--- config.mk ---
export PLATFORM = sky130hd
export DESIGN_NAME = line_position_pid_steering_flat
export DESIGN_NICKNAME = d
export VERILOG_FILES = /design/src/hw/rtl/lpps_pkg.sv /design/src/hw/rtl/lpps_if.sv /design/src/hw/rtl/lpps_div.sv /design/src/hw/rtl/lpps_pid.sv /design/src/hw/rtl/line_position_pid_steering.sv /design/src/flat_wrapper.sv
export SDC_FILE = /design/constraint.sdc
export NUM_CORES = 2
export LEC_CHECK = 0
export BUFFER_PORTS_ARGS = -buffer_cell sky130_fd_sc_hd__buf_4
export CORE_ASPECT_RATIO = 1.2
export CORE_MARGIN = 2
export CORE_UTILIZATION = 35
export DETAILED_ROUTE_END_ITERATION = 12
export PLACE_DENSITY_LB_ADDON = 0.12
export SYNTH_ARGS = -nofsm -noshare
export SYNTH_HDL_FRONTEND = slang
export SYNTH_SLANG_ARGS = --single-unit
export TNS_END_PERCENT = 30
--- constraint.sdc ---
create_clock -name clock -period 16.5 [get_ports clock]
set_clock_uncertainty 0.2 [all_clocks]
set_input_delay 1.65 -clock clock [delete_from_list [all_inputs] [get_ports clock]]
set_output_delay 1.65 -clock clock [all_outputs]
set_load 0.05 [all_outputs]
--- src/hw/rtl/lpps_pkg.sv ---
// Shared constants, types and helper functions for the line position PID steering block.
// Has no dependencies. Every other file in hw/rtl uses it.
`default_nettype none
package lpps_pkg;

   // Sensor array and sample format
   localparam int SENSOR_COUNT = 8;
   localparam int SAMPLE_W     = 12;
   localparam int CH_W         = $clog2(SENSOR_COUNT);
   localparam logic [SAMPLE_W-1:0] RESET_LOW  = SAMPLE_W'(2500);
   localparam logic [SAMPLE_W-1:0] RESET_HIGH = SAMPLE_W'(4095);

   // Calibration scale and centroid weights
   localparam int CAL_SCALE    = 1000;
   localparam int WEIGHT_PITCH = 1000;
   localparam int CAL_W        = $clog2(CAL_SCALE + 1);
   localparam int MAX_WT       = ((SENSOR_COUNT - 1) * WEIGHT_PITCH) / 2;
   localparam int WT_W         = $clog2(MAX_WT + 1) + 1;
   localparam int PROD_W       = CAL_W + 1 + WT_W;
   localparam int TOTAL_W      = $clog2(SENSOR_COUNT * CAL_SCALE + 1);
   localparam int WMAG_W       = $clog2(SENSOR_COUNT * CAL_SCALE * MAX_WT + 1);
   localparam int WSUM_W       = WMAG_W + 1;
   localparam int SNUM_W       = $clog2(((2 ** SAMPLE_W) - 1) * CAL_SCALE + 1);

   // Shared serial divider sizes
   localparam int DIV_NUM_W = (WMAG_W > SNUM_W) ? WMAG_W : SNUM_W;
   localparam int DIV_DEN_W = (TOTAL_W > SAMPLE_W) ? TOTAL_W : SAMPLE_W;
   localparam int DIV_CNT_W = $clog2(DIV_NUM_W + 1);

   // Position and PID formats
   localparam int POS_W          = 13;
   localparam int ESUM_W         = 32;
   localparam int GAIN_W         = 12;
   localparam int SPEED_W        = 8;
   localparam int GAIN_FRAC_BITS = 10;
   localparam int DUTY_MAX       = 255;

   // Configuration port
   localparam int CSR_IDX_W  = 2;
   localparam int CSR_DATA_W = 12;
   localparam logic [CSR_IDX_W-1:0] REG_KP   = CSR_IDX_W'(0);
   localparam logic [CSR_IDX_W-1:0] REG_KI   = CSR_IDX_W'(1);
   localparam logic [CSR_IDX_W-1:0] REG_KD   = CSR_IDX_W'(2);
   localparam logic [CSR_IDX_W-1:0] REG_BASE = CSR_IDX_W'(3);
   localparam logic [GAIN_W-1:0]  KP_RESET   = GAIN_W'(512);
   localparam logic [GAIN_W-1:0]  KI_RESET   = GAIN_W'(0);
   localparam logic [GAIN_W-1:0]  KD_RESET   = GAIN_W'(102);
   localparam logic [SPEED_W-1:0] BASE_RESET = SPEED_W'(150);

   // Divider status toward the sequencer
   typedef struct packed {
      logic busy;
      logic done;
   } div_stat_type;

   // Centroid weight of one channel, truncated toward zero
   function automatic logic signed [WT_W-1:0] chan_weight(input logic [CH_W-1:0] ch);
      int off;
      off = 2 * int'(ch) - (SENSOR_COUNT - 1);
      return WT_W'((off * WEIGHT_PITCH) / 2);
   endfunction

endpackage
`default_nettype wire

--- src/hw/rtl/lpps_if.sv ---
// Valid/ready channel interfaces: scan input, steering result and register writes.
// Depends on lpps_pkg for field widths.
`default_nettype none
interface lpps_req_if;
   logic valid;
   logic ready;
   logic [lpps_pkg::SAMPLE_W-1:0] sample_0;
   logic [lpps_pkg::SAMPLE_W-1:0] sample_1;
   logic [lpps_pkg::SAMPLE_W-1:0] sample_2;
   logic [lpps_pkg::SAMPLE_W-1:0] sample_3;
   logic [lpps_pkg::SAMPLE_W-1:0] sample_4;
   logic [lpps_pkg::SAMPLE_W-1:0] sample_5;
   logic [lpps_pkg::SAMPLE_W-1:0] sample_6;
   logic [lpps_pkg::SAMPLE_W-1:0] sample_7;
   modport source (output valid, sample_0, sample_1, sample_2, sample_3,
                   sample_4, sample_5, sample_6, sample_7, input ready);
   modport sink   (input valid, sample_0, sample_1, sample_2, sample_3,
                   sample_4, sample_5, sample_6, sample_7, output ready);
endinterface

interface lpps_rsp_if;
   logic valid;
   logic ready;
   logic signed [lpps_pkg::POS_W-1:0] line_position;
   logic [lpps_pkg::SPEED_W-1:0]      left_speed;
   logic [lpps_pkg::SPEED_W-1:0]      right_speed;
   modport source (output valid, line_position, left_speed, right_speed, input ready);
   modport sink   (input valid, line_position, left_speed, right_speed, output ready);
endinterface

interface lpps_csr_if;
   logic valid;
   logic ready;
   logic [lpps_pkg::CSR_IDX_W-1:0]  reg_index;
   logic [lpps_pkg::CSR_DATA_W-1:0] wr_data;
   modport source (output valid, reg_index, wr_data, input ready);
   modport sink   (input valid, reg_index, wr_data, output ready);
endinterface
`default_nettype wire

--- src/hw/rtl/lpps_div.sv ---
// Bit-serial restoring divider, one quotient bit per cycle, unsigned operands.
// Depends on lpps_pkg for operand widths and the status struct.
`default_nettype none
module lpps_div (
   input  wire logic                          clock,
   input  wire logic                          reset,
   input  wire logic                          start,
   input  wire logic [lpps_pkg::DIV_NUM_W-1:0] num,
   input  wire logic [lpps_pkg::DIV_DEN_W-1:0] den,
   output lpps_pkg::div_stat_type             stat,
   output logic [lpps_pkg::DIV_NUM_W-1:0]      quo
);
   localparam int NW = lpps_pkg::DIV_NUM_W;
   localparam int DW = lpps_pkg::DIV_DEN_W;
   localparam int CW = lpps_pkg::DIV_CNT_W;

   logic [NW-1:0] quo_ff, quo_in;
   logic [DW-1:0] rem_ff, rem_in;
   logic [DW-1:0] den_ff, den_in;
   logic [CW-1:0] cnt_ff, cnt_in;
   logic          busy_ff, busy_in;
   logic          done_ff, done_in;
   logic [DW:0]   trial;

   // One restoring step: shift in the next dividend bit, subtract if it fits
   assign trial = {rem_ff, quo_ff[NW-1]};

   always_comb begin
      quo_in  = quo_ff;
      rem_in  = rem_ff;
      den_in  = den_ff;
      cnt_in  = cnt_ff;
      busy_in = busy_ff;
      done_in = 1'b0;
      if (start) begin
         quo_in  = num;
         rem_in  = '0;
         den_in  = den;
         cnt_in  = CW'(NW);
         busy_in = 1'b1;
      end else if (busy_ff) begin
         if (trial >= {1'b0, den_ff}) begin
            rem_in = DW'(trial - {1'b0, den_ff});
            quo_in = {quo_ff[NW-2:0], 1'b1};
         end else begin
            rem_in = trial[DW-1:0];
            quo_in = {quo_ff[NW-2:0], 1'b0};
         end
         cnt_in = cnt_ff - CW'(1);
         if (cnt_ff == CW'(1)) begin
            busy_in = 1'b0;
            done_in = 1'b1;
         end
      end
   end

   always_ff @(posedge clock) begin
      quo_ff <= quo_in;
      rem_ff <= rem_in;
      den_ff <= den_in;
      cnt_ff <= cnt_in;
      if (reset) begin
         busy_ff <= 1'b0;
         done_ff <= 1'b0;
      end else begin
         busy_ff <= busy_in;
         done_ff <= done_in;
      end
   end

   assign stat.busy = busy_ff;
   assign stat.done = done_ff;
   assign quo       = quo_ff;
endmodule
`default_nettype wire

--- src/hw/rtl/lpps_pid.sv ---
// PID step: saturating integral, derivative, three registered gain products, duty clamp.
// Depends on lpps_pkg for formats. Holds previous error and integral state.
`default_nettype none
module lpps_pid (
   input  wire logic                               clock,
   input  wire logic                               reset,
   input  wire logic                               start,
   input  wire logic signed [lpps_pkg::POS_W-1:0]  pos,
   input  wire logic [lpps_pkg::GAIN_W-1:0]        kp,
   input  wire logic [lpps_pkg::GAIN_W-1:0]        ki,
   input  wire logic [lpps_pkg::GAIN_W-1:0]        kd,
   input  wire logic [lpps_pkg::SPEED_W-1:0]       base,
   output logic                                    done,
   output logic [lpps_pkg::SPEED_W-1:0]            left,
   output logic [lpps_pkg::SPEED_W-1:0]            right
);
   localparam int PW  = lpps_pkg::POS_W;
   localparam int EW  = lpps_pkg::ESUM_W;
   localparam int GW  = lpps_pkg::GAIN_W;
   localparam int SPW = lpps_pkg::SPEED_W;
   localparam int F   = lpps_pkg::GAIN_FRAC_BITS;
   localparam int DRW = PW + 1;
   localparam int PPW = GW + 1 + PW;
   localparam int PIW = GW + 1 + EW;
   localparam int PDW = GW + 1 + DRW;
   localparam int SW  = PIW + 2;
   localparam int VW  = SW + 1;
   localparam logic signed [VW-1:0] DUTY_TOP = VW'(lpps_pkg::DUTY_MAX * (2 ** F));
   localparam logic signed [EW-1:0] ESUM_MAX = {1'b0, {(EW-1){1'b1}}};
   localparam logic signed [EW-1:0] ESUM_MIN = {1'b1, {(EW-1){1'b0}}};

   localparam logic [2:0] P_IDLE = 3'd0;
   localparam logic [2:0] P_MP   = 3'd1;
   localparam logic [2:0] P_MI   = 3'd2;
   localparam logic [2:0] P_MD   = 3'd3;
   localparam logic [2:0] P_SUM  = 3'd4;
   localparam logic [2:0] P_OUT  = 3'd5;

   // Clamp a fixed-point duty to 0..DUTY_MAX, then drop the fraction
   function automatic logic [SPW-1:0] duty(input logic signed [VW-1:0] v);
      if (v < 0) begin
         return '0;
      end else if (v > DUTY_TOP) begin
         return SPW'(lpps_pkg::DUTY_MAX);
      end else begin
         return v[F +: SPW];
      end
   endfunction

   logic [2:0]               state_ff, state_in;
   logic signed [PW-1:0]     err_ff, err_in;
   logic signed [PW-1:0]     prev_ff, prev_in;
   logic signed [EW-1:0]     esum_ff, esum_in;
   logic signed [DRW-1:0]    der_ff, der_in;
   logic signed [PPW-1:0]    pp_ff, pp_in;
   logic signed [PIW-1:0]    pi_ff, pi_in;
   logic signed [PDW-1:0]    pd_ff, pd_in;
   logic signed [SW-1:0]     s_ff, s_in;
   logic [SPW-1:0]           left_ff, left_in;
   logic [SPW-1:0]           right_ff, right_in;
   logic                     done_ff, done_in;
   logic signed [EW:0]       esum_wide;
   logic signed [VW-1:0]     base_fx;

   assign esum_wide = (EW+1)'(esum_ff) + (EW+1)'(pos);
   assign base_fx   = $signed(VW'({base, {F{1'b0}}}));

   always_comb begin
      state_in = state_ff;
      err_in   = err_ff;
      prev_in  = prev_ff;
      esum_in  = esum_ff;
      der_in   = der_ff;
      pp_in    = pp_ff;
      pi_in    = pi_ff;
      pd_in    = pd_ff;
      s_in     = s_ff;
      left_in  = left_ff;
      right_in = right_ff;
      done_in  = 1'b0;
      case (state_ff)
         P_IDLE: begin
            // Update integral with saturation, take derivative, remember error
            if (start) begin
               err_in  = pos;
               prev_in = pos;
               der_in  = DRW'(pos) - DRW'(prev_ff);
               if (esum_wide[EW] != esum_wide[EW-1]) begin
                  esum_in = esum_wide[EW] ? ESUM_MIN : ESUM_MAX;
               end else begin
                  esum_in = esum_wide[EW-1:0];
               end
               state_in = P_MP;
            end
         end
         P_MP: begin
            pp_in    = $signed({1'b0, kp}) * err_ff;
            state_in = P_MI;
         end
         P_MI: begin
            pi_in    = $signed({1'b0, ki}) * esum_ff;
            state_in = P_MD;
         end
         P_MD: begin
            pd_in    = $signed({1'b0, kd}) * der_ff;
            state_in = P_SUM;
         end
         P_SUM: begin
            s_in     = SW'(pp_ff) + SW'(pi_ff) + SW'(pd_ff);
            state_in = P_OUT;
         end
         P_OUT: begin
            left_in  = duty(base_fx - VW'(s_ff));
            right_in = duty(base_fx + VW'(s_ff));
            done_in  = 1'b1;
            state_in = P_IDLE;
         end
         default: begin
            state_in = P_IDLE;
         end
      endcase
   end

   always_ff @(posedge clock) begin
      err_ff   <= err_in;
      der_ff   <= der_in;
      pp_ff    <= pp_in;
      pi_ff    <= pi_in;
      pd_ff    <= pd_in;
      s_ff     <= s_in;
      left_ff  <= left_in;
      right_ff <= right_in;
      if (reset) begin
         state_ff <= P_IDLE;
         prev_ff  <= '0;
         esum_ff  <= '0;
         done_ff  <= 1'b0;
      end else begin
         state_ff <= state_in;
         prev_ff  <= prev_in;
         esum_ff  <= esum_in;
         done_ff  <= done_in;
      end
   end

   assign done  = done_ff;
   assign left  = left_ff;
   assign right = right_ff;
endmodule
`default_nettype wire

--- src/hw/rtl/line_position_pid_steering.sv ---
// Line position PID steering: top level with the channel sequencer and output register.
// Depends on lpps_pkg, the interfaces in lpps_if, lpps_div and lpps_pid.
//
// Usage:
//   req_ch carries one scan of eight 12-bit samples; rsp_ch returns one item per scan
//   with the line position and the left and right motor duties. csr_ch writes the
//   gains and base speed (index 0 kp, 1 ki, 2 kd, 3 base); it is always ready and
//   should be written only while no scan is in flight. Unknown indexes are dropped.
//   One scan is worked at a time. For each channel the min/max marks update, the
//   sample is scaled by a 25-step bit-serial divide and weighted into the centroid
//   (a flat channel skips its divide); the centroid takes one more divide, then the
//   PID step runs. The block is ready for the next scan once the result enters the
//   output register. The shared serial divider (at most nine divisions per scan)
//   takes most of the time of each scan.
//   If rsp_ch stalls, the finished result holds in the output register; a following
//   scan may still be accepted and worked, and waits for the register to free.
//   Reset (synchronous) restores the register defaults, marks (low 2500, high 4095),
//   integral and previous error to zero, and empties the output register.
`default_nettype none
module line_position_pid_steering (
   input  wire logic clock,
   input  wire logic reset,
   lpps_req_if.sink   req_ch,
   lpps_rsp_if.source rsp_ch,
   lpps_csr_if.sink   csr_ch
);
   localparam int N   = lpps_pkg::SENSOR_COUNT;
   localparam int SW  = lpps_pkg::SAMPLE_W;
   localparam int CHW = lpps_pkg::CH_W;
   localparam int CW  = lpps_pkg::CAL_W;
   localparam int NW  = lpps_pkg::DIV_NUM_W;
   localparam int DW  = lpps_pkg::DIV_DEN_W;
   localparam int PW  = lpps_pkg::POS_W;
   localparam int TW  = lpps_pkg::TOTAL_W;
   localparam int WW  = lpps_pkg::WSUM_W;
   localparam int PRW = lpps_pkg::PROD_W;
   localparam int GW  = lpps_pkg::GAIN_W;
   localparam int SPW = lpps_pkg::SPEED_W;
   localparam int SNW = lpps_pkg::SNUM_W;
   localparam logic [NW-1:0] POS_HI_MAG = NW'((2 ** (PW - 1)) - 1);
   localparam logic [NW-1:0] POS_LO_MAG = NW'(2 ** (PW - 1));
   localparam logic signed [PW-1:0] POS_MAX = {1'b0, {(PW-1){1'b1}}};
   localparam logic signed [PW-1:0] POS_MIN = {1'b1, {(PW-1){1'b0}}};

   localparam logic [3:0] ST_IDLE   = 4'd0;
   localparam logic [3:0] ST_MARK   = 4'd1;
   localparam logic [3:0] ST_SCALE  = 4'd2;
   localparam logic [3:0] ST_SDIV   = 4'd3;
   localparam logic [3:0] ST_ACC    = 4'd4;
   localparam logic [3:0] ST_SUM    = 4'd5;
   localparam logic [3:0] ST_CENT   = 4'd6;
   localparam logic [3:0] ST_CDIV   = 4'd7;
   localparam logic [3:0] ST_PSTART = 4'd8;
   localparam logic [3:0] ST_PWAIT  = 4'd9;
   localparam logic [3:0] ST_OUT    = 4'd10;

   logic [3:0]             state_ff, state_in;
   logic [CHW-1:0]         ch_ff, ch_in;
   logic [SW-1:0]          smp_ff [N];
   logic [SW-1:0]          smp_in [N];
   logic [SW-1:0]          low_ff [N];
   logic [SW-1:0]          low_in [N];
   logic [SW-1:0]          high_ff [N];
   logic [SW-1:0]          high_in [N];
   logic [CW-1:0]          cal_ff, cal_in;
   logic signed [PRW-1:0]  prod_ff, prod_in;
   logic signed [WW-1:0]   wsum_ff, wsum_in;
   logic [TW-1:0]          total_ff, total_in;
   logic                   neg_ff, neg_in;
   logic signed [PW-1:0]   pos_ff, pos_in;
   logic [GW-1:0]          kp_ff, kp_in, ki_ff, ki_in, kd_ff, kd_in;
   logic [SPW-1:0]         base_ff, base_in;
   logic                   rsp_valid_ff, rsp_valid_in;
   logic signed [PW-1:0]   rsp_pos_ff, rsp_pos_in;
   logic [SPW-1:0]         rsp_left_ff, rsp_left_in;
   logic [SPW-1:0]         rsp_right_ff, rsp_right_in;

   logic [SW-1:0]          cur_raw, cur_low, cur_high, cur_diff;
   logic [SNW-1:0]         scale_num;
   logic [WW-1:0]          wsum_mag;
   logic                   div_start;
   logic [NW-1:0]          div_num;
   logic [DW-1:0]          div_den;
   logic [NW-1:0]          div_quo;
   lpps_pkg::div_stat_type div_stat;
   logic                   pid_start, pid_done;
   logic [SPW-1:0]         pid_left, pid_right;

   // Current channel operands
   assign cur_raw   = smp_ff[ch_ff];
   assign cur_low   = low_ff[ch_ff];
   assign cur_high  = high_ff[ch_ff];
   assign cur_diff  = cur_high - cur_low;
   assign scale_num = SNW'(cur_raw - cur_low) * SNW'(lpps_pkg::CAL_SCALE);
   assign wsum_mag  = wsum_ff[WW-1] ? WW'(-wsum_ff) : WW'(wsum_ff);

   // Divider operands: calibration divide or centroid divide
   always_comb begin
      if (state_ff == ST_SCALE) begin
         div_num = NW'(scale_num);
         div_den = DW'(cur_diff);
      end else begin
         div_num = NW'(wsum_mag);
         div_den = DW'(total_ff);
      end
   end

   lpps_div u_div (
      .clock (clock),
      .reset (reset),
      .start (div_start),
      .num   (div_num),
      .den   (div_den),
      .stat  (div_stat),
      .quo   (div_quo)
   );

   lpps_pid u_pid (
      .clock (clock),
      .reset (reset),
      .start (pid_start),
      .pos   (pos_ff),
      .kp    (kp_ff),
      .ki    (ki_ff),
      .kd    (kd_ff),
      .base  (base_ff),
      .done  (pid_done),
      .left  (pid_left),
      .right (pid_right)
   );

   always_comb begin
      state_in     = state_ff;
      ch_in        = ch_ff;
      smp_in       = smp_ff;
      low_in       = low_ff;
      high_in      = high_ff;
      cal_in       = cal_ff;
      prod_in      = prod_ff;
      wsum_in      = wsum_ff;
      total_in     = total_ff;
      neg_in       = neg_ff;
      pos_in       = pos_ff;
      kp_in        = kp_ff;
      ki_in        = ki_ff;
      kd_in        = kd_ff;
      base_in      = base_ff;
      rsp_valid_in = rsp_valid_ff;
      rsp_pos_in   = rsp_pos_ff;
      rsp_left_in  = rsp_left_ff;
      rsp_right_in = rsp_right_ff;
      div_start    = 1'b0;
      pid_start    = 1'b0;

      // Register writes
      if (csr_ch.valid) begin
         case (csr_ch.reg_index)
            lpps_pkg::REG_KP:   kp_in   = csr_ch.wr_data[GW-1:0];
            lpps_pkg::REG_KI:   ki_in   = csr_ch.wr_data[GW-1:0];
            lpps_pkg::REG_KD:   kd_in   = csr_ch.wr_data[GW-1:0];
            lpps_pkg::REG_BASE: base_in = csr_ch.wr_data[SPW-1:0];
            default: ;
         endcase
      end

      // Drop the result once taken
      if (rsp_valid_ff && rsp_ch.ready) begin
         rsp_valid_in = 1'b0;
      end

      case (state_ff)
         ST_IDLE: begin
            if (req_ch.valid) begin
               smp_in[0] = req_ch.sample_0;
               smp_in[1] = req_ch.sample_1;
               smp_in[2] = req_ch.sample_2;
               smp_in[3] = req_ch.sample_3;
               smp_in[4] = req_ch.sample_4;
               smp_in[5] = req_ch.sample_5;
               smp_in[6] = req_ch.sample_6;
               smp_in[7] = req_ch.sample_7;
               ch_in     = '0;
               wsum_in   = '0;
               total_in  = '0;
               state_in  = ST_MARK;
            end
         end
         ST_MARK: begin
            // Widen the running marks to take in this sample
            if (cur_raw < cur_low) begin
               low_in[ch_ff] = cur_raw;
            end
            if (cur_raw > cur_high) begin
               high_in[ch_ff] = cur_raw;
            end
            state_in = ST_SCALE;
         end
         ST_SCALE: begin
            // Flat channel scales to zero
            if (cur_diff == '0) begin
               cal_in   = '0;
               state_in = ST_ACC;
            end else begin
               div_start = 1'b1;
               state_in  = ST_SDIV;
            end
         end
         ST_SDIV: begin
            if (div_stat.done) begin
               if (div_quo > NW'(lpps_pkg::CAL_SCALE)) begin
                  cal_in = CW'(lpps_pkg::CAL_SCALE);
               end else begin
                  cal_in = div_quo[CW-1:0];
               end
               state_in = ST_ACC;
            end
         end
         ST_ACC: begin
            prod_in  = $signed({1'b0, cal_ff}) * lpps_pkg::chan_weight(ch_ff);
            state_in = ST_SUM;
         end
         ST_SUM: begin
            // Accumulate and advance to the next channel
            wsum_in  = wsum_ff + WW'(prod_ff);
            total_in = total_ff + TW'(cal_ff);
            if (ch_ff == CHW'(N - 1)) begin
               state_in = ST_CENT;
            end else begin
               ch_in    = ch_ff + CHW'(1);
               state_in = ST_MARK;
            end
         end
         ST_CENT: begin
            // Dark scan gives position zero
            if (total_ff == '0) begin
               pos_in   = '0;
               state_in = ST_PSTART;
            end else begin
               neg_in    = wsum_ff[WW-1];
               div_start = 1'b1;
               state_in  = ST_CDIV;
            end
         end
         ST_CDIV: begin
            // Restore sign, saturate to the position field
            if (div_stat.done) begin
               if (neg_ff) begin
                  if (div_quo > POS_LO_MAG) begin
                     pos_in = POS_MIN;
                  end else begin
                     pos_in = -$signed(div_quo[PW-1:0]);
                  end
               end else begin
                  if (div_quo > POS_HI_MAG) begin
                     pos_in = POS_MAX;
                  end else begin
                     pos_in = $signed(div_quo[PW-1:0]);
                  end
               end
               state_in = ST_PSTART;
            end
         end
         ST_PSTART: begin
            pid_start = 1'b1;
            state_in  = ST_PWAIT;
         end
         ST_PWAIT: begin
            if (pid_done) begin
               state_in = ST_OUT;
            end
         end
         ST_OUT: begin
            // Hold until the output register is free
            if (!rsp_valid_ff || rsp_ch.ready) begin
               rsp_valid_in = 1'b1;
               rsp_pos_in   = pos_ff;
               rsp_left_in  = pid_left;
               rsp_right_in = pid_right;
               state_in     = ST_IDLE;
            end
         end
         default: begin
            state_in = ST_IDLE;
         end
      endcase
   end

   always_ff @(posedge clock) begin
      ch_ff        <= ch_in;
      smp_ff       <= smp_in;
      cal_ff       <= cal_in;
      prod_ff      <= prod_in;
      wsum_ff      <= wsum_in;
      total_ff     <= total_in;
      neg_ff       <= neg_in;
      pos_ff       <= pos_in;
      rsp_pos_ff   <= rsp_pos_in;
      rsp_left_ff  <= rsp_left_in;
      rsp_right_ff <= rsp_right_in;
      if (reset) begin
         state_ff     <= ST_IDLE;
         kp_ff        <= lpps_pkg::KP_RESET;
         ki_ff        <= lpps_pkg::KI_RESET;
         kd_ff        <= lpps_pkg::KD_RESET;
         base_ff      <= lpps_pkg::BASE_RESET;
         rsp_valid_ff <= 1'b0;
         for (int i = 0; i < N; i++) begin
            low_ff[i]  <= lpps_pkg::RESET_LOW;
            high_ff[i] <= lpps_pkg::RESET_HIGH;
         end
      end else begin
         state_ff     <= state_in;
         kp_ff        <= kp_in;
         ki_ff        <= ki_in;
         kd_ff        <= kd_in;
         base_ff      <= base_in;
         rsp_valid_ff <= rsp_valid_in;
         low_ff       <= low_in;
         high_ff      <= high_in;
      end
   end

   assign req_ch.ready         = (state_ff == ST_IDLE);
   assign csr_ch.ready         = 1'b1;
   assign rsp_ch.valid         = rsp_valid_ff;
   assign rsp_ch.line_position = rsp_pos_ff;
   assign rsp_ch.left_speed    = rsp_left_ff;
   assign rsp_ch.right_speed   = rsp_right_ff;

   // A new result appears only from the output step
   a_rsp_from_out: assert property (@(posedge clock) disable iff (reset)
      $rose(rsp_valid_ff) |-> $past(state_ff == ST_OUT))
      else $error("result appeared outside the output step");

   // Marks never cross once updated
   a_marks_order: assert property (@(posedge clock) disable iff (reset)
      (state_ff == ST_SCALE) |-> (cur_low <= cur_high))
      else $error("channel low mark above high mark");

   // The shared divider is never restarted mid-division
   a_div_idle: assert property (@(posedge clock) disable iff (reset)
      div_start |-> !div_stat.busy)
      else $error("divider started while busy");

   // PID completes before the result step
   a_pid_order: assert property (@(posedge clock) disable iff (reset)
      (state_ff == ST_OUT) && $past(state_ff == ST_PWAIT) |-> $past(pid_done))
      else $error("result step entered without PID completion");
endmodule
`default_nettype wire

--- src/flat_wrapper.sv ---
// flat-port wrapper written by rule: the top's interface ports become plain ports
module line_position_pid_steering_flat 
  (clock, reset, req_ch_valid, req_ch_sample_0, req_ch_sample_1, req_ch_sample_2, req_ch_sample_3, req_ch_sample_4, req_ch_sample_5, req_ch_sample_6, req_ch_sample_7, req_ch_ready, rsp_ch_valid, rsp_ch_line_position, rsp_ch_left_speed, rsp_ch_right_speed, rsp_ch_ready, csr_ch_valid, csr_ch_reg_index, csr_ch_wr_data, csr_ch_ready);
  lpps_req_if req_ch_i ();
  lpps_rsp_if rsp_ch_i ();
  lpps_csr_if csr_ch_i ();
  input  wire logic clock;
  input  wire logic reset;
  input wire logic [$bits(req_ch_i.valid)-1:0] req_ch_valid;
  input wire logic [$bits(req_ch_i.sample_0)-1:0] req_ch_sample_0;
  input wire logic [$bits(req_ch_i.sample_1)-1:0] req_ch_sample_1;
  input wire logic [$bits(req_ch_i.sample_2)-1:0] req_ch_sample_2;
  input wire logic [$bits(req_ch_i.sample_3)-1:0] req_ch_sample_3;
  input wire logic [$bits(req_ch_i.sample_4)-1:0] req_ch_sample_4;
  input wire logic [$bits(req_ch_i.sample_5)-1:0] req_ch_sample_5;
  input wire logic [$bits(req_ch_i.sample_6)-1:0] req_ch_sample_6;
  input wire logic [$bits(req_ch_i.sample_7)-1:0] req_ch_sample_7;
  output wire logic [$bits(req_ch_i.ready)-1:0] req_ch_ready;
  output wire logic [$bits(rsp_ch_i.valid)-1:0] rsp_ch_valid;
  output wire logic [$bits(rsp_ch_i.line_position)-1:0] rsp_ch_line_position;
  output wire logic [$bits(rsp_ch_i.left_speed)-1:0] rsp_ch_left_speed;
  output wire logic [$bits(rsp_ch_i.right_speed)-1:0] rsp_ch_right_speed;
  input wire logic [$bits(rsp_ch_i.ready)-1:0] rsp_ch_ready;
  input wire logic [$bits(csr_ch_i.valid)-1:0] csr_ch_valid;
  input wire logic [$bits(csr_ch_i.reg_index)-1:0] csr_ch_reg_index;
  input wire logic [$bits(csr_ch_i.wr_data)-1:0] csr_ch_wr_data;
  output wire logic [$bits(csr_ch_i.ready)-1:0] csr_ch_ready;
  assign req_ch_i.valid = req_ch_valid;
  assign req_ch_i.sample_0 = req_ch_sample_0;
  assign req_ch_i.sample_1 = req_ch_sample_1;
  assign req_ch_i.sample_2 = req_ch_sample_2;
  assign req_ch_i.sample_3 = req_ch_sample_3;
  assign req_ch_i.sample_4 = req_ch_sample_4;
  assign req_ch_i.sample_5 = req_ch_sample_5;
  assign req_ch_i.sample_6 = req_ch_sample_6;
  assign req_ch_i.sample_7 = req_ch_sample_7;
  assign req_ch_ready = req_ch_i.ready;
  assign rsp_ch_valid = rsp_ch_i.valid;
  assign rsp_ch_line_position = rsp_ch_i.line_position;
  assign rsp_ch_left_speed = rsp_ch_i.left_speed;
  assign rsp_ch_right_speed = rsp_ch_i.right_speed;
  assign rsp_ch_i.ready = rsp_ch_ready;
  assign csr_ch_i.valid = csr_ch_valid;
  assign csr_ch_i.reg_index = csr_ch_reg_index;
  assign csr_ch_i.wr_data = csr_ch_wr_data;
  assign csr_ch_ready = csr_ch_i.ready;
  line_position_pid_steering u_core (.clock(clock), .reset(reset), .req_ch(req_ch_i), .rsp_ch(rsp_ch_i), .csr_ch(csr_ch_i));
endmodule
Word level (Yosys, flattened, before mapping)
Cells that the tools add are included.
Cells by class
  add/subtract/negate cells: 16
  multipliers: 6
  div/mod/pow operators: 0
  magnitude comparators: 12
  eq/ne operators: 30
  shifts and indexed selects: 0
  multiplexer cells: 64
  bitwise gates (word level): 3
  reductions and logical operators: 29
Operators by type and width (number)
  $bwmux 96: 2
  $bmux 12 s3: 3
  $mux 25: 4
  $gt 48x19->1 const B: 2
  $lt 48x1->1 const B: 2
  $mux 12: 8
  $mux 13: 7
  $mux 32: 2
  $pmux 13 s2: 2
  $pmux 26 s2: 1
  $add 19x47->48: 1
  $sub 19x47->48: 1
  $add 46x27->47: 1
  $add 26x45->46: 1
  $mul 13x32->45: 1
  $pmux 4 s11: 1
  $demux 12 s3: 1
  $add 32x13->33: 1
  $mux 10: 3
  $mul 13x14->27: 1
  $add 26x24->26: 1
  $mul 13x13->26: 1
  $mux 26: 1
  $gt 25x10->1 const B: 1
  56 further kinds: 111
Storage, ports and cells
  register bits after elaboration: 749
  bits in latches: 0
  RAM bits: 0
  memory bits (read-only): 0
  output and inout bits: 32
  logic and storage cells: 219
  memories: 0

Depth between registers and ports, before layout
  word-level depth: 9
  depth in mapped cells: 37

Hierarchy
A second synthesis with hierarchy kept.
Second synthesis, totals
  cell total of the unflattened synthesis: 7267
  area total of the unflattened synthesis: 71282.1 um2
By module, submodules not included
  lpps_pid: instances 1, cells each 4313, area an instance 40131.0 um2, seq. area each 6626.4 um2
  line_position_pid_steering: instances 1, cells each 2690, area an instance 28096.9 um2, seq. area each 11160.7 um2
  lpps_div: instances 1, cells each 264, area an instance 3054.2 um2, seq. area each 1541.5 um2

Worst setup path before layout
Ideal clock, no wire load.
  kind: register to register
  start: register u_core.ch_ff[1]
  end: register u_core.prod_ff[23], data pin
  library setup time: 0.260 ns
  arrival: 9.035 ns
  required time: 16.040 ns
  path slack: 7.005 ns
  cell stages (with the launch flop): 37
  path buffers: 6
  cell sequence: edfxtp_1 clkbuf_1 clkbuf_1 inv_2 clkbuf_1 buf_1 clkbuf_1 fa_1 clkbuf_1 inv_1 fa_1 inv_1 ha_1 fa_1 nand3_1 nand2_1 a22o_1 a21oi_1 xnor2_1 or2_2 fa_1 fa_1 inv_1 fa_1 fa_1 inv_1 fa_1 inv_1 ha_1 nand2_1 o21ai_0 a41oi_1 a211o_1 nand3_1 nor2_1 o21bai_1 xnor2_1
On the way
  word-level cells in the longest chain between the ends: 3
Ends and longest elaborated chain
  start, declared: line line_position_pid_steering.sv:58  | logic [CHW-1:0] ch_ff, ch_in;
  start signal, assigned: line line_position_pid_steering.sv:289  | ch_ff <= ch_in;
  $sub 4x3->5: line lpps_pkg.sv:59  | off = 2 * int'(ch) - (SENSOR_COUNT - 1);
  $mul 5x8->11: line lpps_pkg.sv:60  | return WT_W'((off * WEIGHT_PITCH) / 2);
  $mul 11x11->22: line line_position_pid_steering.sv:219  | prod_in = $signed({1'b0, cal_ff}) * lpps_pkg::chan_weight(ch_ff);
  end signal, assigned: line line_position_pid_steering.sv:292  | prod_ff <= prod_in;
  end, declared: line line_position_pid_steering.sv:66  | logic signed [PRW-1:0] prod_ff, prod_in;
No other way between the ends.
A chain may end at the register's enable or synchronous reset.

Final worst setup path
  start: register u_core.ch_ff[0]
  end: register u_core.prod_ff[23], data pin
The elaborated chain is that of the path after synthesis.

==> results.cfg <==
[critical_path]
required_ns = 16.76
worst-path-stages = 31
cp_num_buf_inv = 7
critical_path_class = reg -> reg
ff2ff_setup_slack_ns = 6.78
cp_top_family = adder cells
crit_slowest_cell = fa_1
worst_r2r_endpoint = u_core.prod_ff[23]
r2r-start = u_core.ch_ff[0]
slowest_delay_ns = 0.87
arrival_ns = 9.98
worst-r2r-cell-count = 31
path_common_cell = fa_1
crit_fanout = 91
cp-start-kind = flop
endpoint_kind = flop

[global_route]
track_usage_pct = 18.4
grt_start_max_net_pins = 94
first_global_vias = 52200
grt_first_pass_wirelength_mm = 296
antenna_found_initial = 6
grt.overflow.total = 0

[logic_synthesis]
avgSynthCellArea_sq_um = 9.83
synth_top_area_share_pct = 22.2
ys_seq_area_share_pct = 27.5
synthArstFlopShare_pct = 0
ys_seq_elements = 747
synth_cell_types = 98
synth_edf_count = 437
yosys-top-cells-count = inv_1, fa_1, nand2_1
synth_flop_cell = edfxtp_1
synth_warnings = 0
synth.area.top_cells = fa_1, edfxtp_1, ha_1
yosysTopAreaCell = fa_1
synth_cells = 7150
synthesis.area_sq_um = 70300
synth.most_common_cell = inv_1
synth_nets = 8623

[timing]
relSlewSlack_pct = 16.3
hold_violations = 0
worstMarginPinSlew_ns = 1.22
post-route-period-util_pct = 58.9
holdWs_ns = 0.218
finalCriticalPeriod_ns = 9.72
slew_violations = 0
rsz0062_at_grt = false
max_freq_ghz = 0.103
setup_viol = 0
fin_tns_setup_ns = 0

[route]
via_per_inst = 5.01
drt_wl_total_mm = 185
vias = 49300
dr.pass1.iters = 6
ant_nets = 0
drc = 0
drt_iter0_drc = 2192
wl_per_cell_um = 18.8

[floorplanning]
core_area_sq_um = 200000
die_area_sq_um = 204000
ios = 147
dieHeight_um = 495
num_rows = 180
die_x_um = 413
start_util_pct = 35.1

[finish]
fin_cells = 9835
layout-drive-gt1-share_pct = 7.57
areaGrowthSynthToFinish_pct = 9.71
fin_nets = 8591
final_core_util_pct = 38.6

[clocking]
clock_path_buffers = 3
cts_hold_buf = 0
clk_pin_slew_ns = 0.07
clockRootBuffer = clkbuf_16
htree_levels = 3
cts_resized = 0
clk_latency_ns = 0.75
cts_tree = built
clock-sinks = 747
numCtsBuffers = 91
cts_setup_buffers = 0

[worst_hold_path]
hold_path_end = u_core.rsp_ch.left_speed[3]
min_path_type = reg -> reg
holdCritStartpoint = u_core.u_pid.left[3]
whs_path_depth = 0

[placed_design]
dp_hpwl_mm = 143
place_congestion = 0.857
portBuffers = 145
placedCellCount = 9663

[outcome]
status = finished, final reports clean

[run]
drv_cap = 0
[worst register-to-register path: cells and delay by family (launching register included)]
| kind | cells | cell delay [ns] |
|---|---|---|
| AO/OA/AOI/OAI | 6 | 1.51 |
| buffers and inverters | 7 | 1.30 |
| AND/OR/NAND/NOR | 6 | 0.81 |
| adder cells (fa/ha/maj) | 10 | 4.91 |
| flip-flops | 1 | 0.38 |
| XOR/XNOR | 2 | 0.35 |
[logic make-up after synthesis]
group,count (synthesis),synth area share [%]
and+or+nand+nor,2111,14.5
adders and majority gates,1389,33.0
buffers and inverters,1353,7.27
AOI/OAI and AO/OA,1122,10.9
DFF,747,27.5
xor gates and xnor gates,296,3.69
muxes,131,3.16
other,1,0.00533
[cells in the final DEF, fill, tap and decap left out, types with 100 or more instances in the layout]
cell      synthesis  routed
and2_1          435     435
inv_1          1025    1024
buf_4             1     197
fa_1            780     780
xnor2_1         187     187
xor2_1          109     109
o21ai_0         176     176
nand2_1         727     727
nor2_1          459     459
ha_1            578     578
a21o_1          119     118
a211o_1         140     140
dfxtp_1         310     308
edfxtp_1        437     437
a21oi_1         324     324
nand3_1         100     100
[layout make-up]
type,count,area [sq um]
Tap cell,2639,3300
Inverter,1028,3860
Timing Repair Buffer,200,1520
Fill cell,19800,123000
Antenna cell,1,2.50
Multi-Input combinational cell,5050,45900
Clock buffer,116,2410
Sequential cell,747,19300
Clock inverter,54,754
[flip-flops by register name, summed over array words and instances (netlist names), 10 cells and up]
name and cells:
u_core.cal_ff 10, u_core.high_ff 96, u_core.kd_ff 12, u_core.ki_ff 12, u_core.kp_ff 12, u_core.low_ff 96, u_core.pos_ff 13, u_core.prod_ff 22
u_core.rsp_ch.line_position 13, u_core.smp_ff 96, u_core.total_ff 13, u_core.u_div.den_ff 13, u_core.u_div.quo 25, u_core.u_div.rem_ff 13, u_core.u_pid.der_ff 14, u_core.u_pid.err_ff 13
u_core.u_pid.esum_ff 32, u_core.u_pid.pd_ff 27, u_core.u_pid.pi_ff 45, u_core.u_pid.pp_ff 26, u_core.u_pid.prev_ff 13, u_core.u_pid.s_ff 47, u_core.wsum_ff 24
[worst max-delay path by stage]
stage | slack, ns | from | end
4_1_cts | 6.65 | u_core.ch_ff[0] | u_core.prod_ff[23]
5_1_grt | 6.13 | u_core.ch_ff[0] | u_core.prod_ff[23]
3_5_place_dp | 6.69 | u_core.ch_ff[0] | u_core.prod_ff[23]
6_report | 6.78 | u_core.ch_ff[0] | u_core.prod_ff[23]
2_1_floorplan | 7.00 | u_core.ch_ff[1] | u_core.prod_ff[23]
3_3_place_gp | 6.76 | u_core.ch_ff[0] | u_core.prod_ff[23]
[per-layer routing]
layer  part of all wire (%)  vias up  track usage, %  wire length, um
met2                     51      809            33.5            95000
li1                       -    23600               -                -
met3                    3.6      178            2.15             6610
met1                     42    24700            22.7            78300
met5                      0        -               0                0
met4                    2.6        0            5.14             4740
[metrics by stage]
stage / setup slack, ns / cell area [sq um]
after floorplan: 7.00 / 70300
after global routing: 6.13 / 77100
after CTS: 6.65 / 77100
final: 6.78 / 77100
after global placement: 6.76 / 73900
after detailed placement: 6.69 / 73900
Power is left out: the tool's default activity adds up to more than one toggle a clock period on the data nets, which glitch-free logic cannot reach.
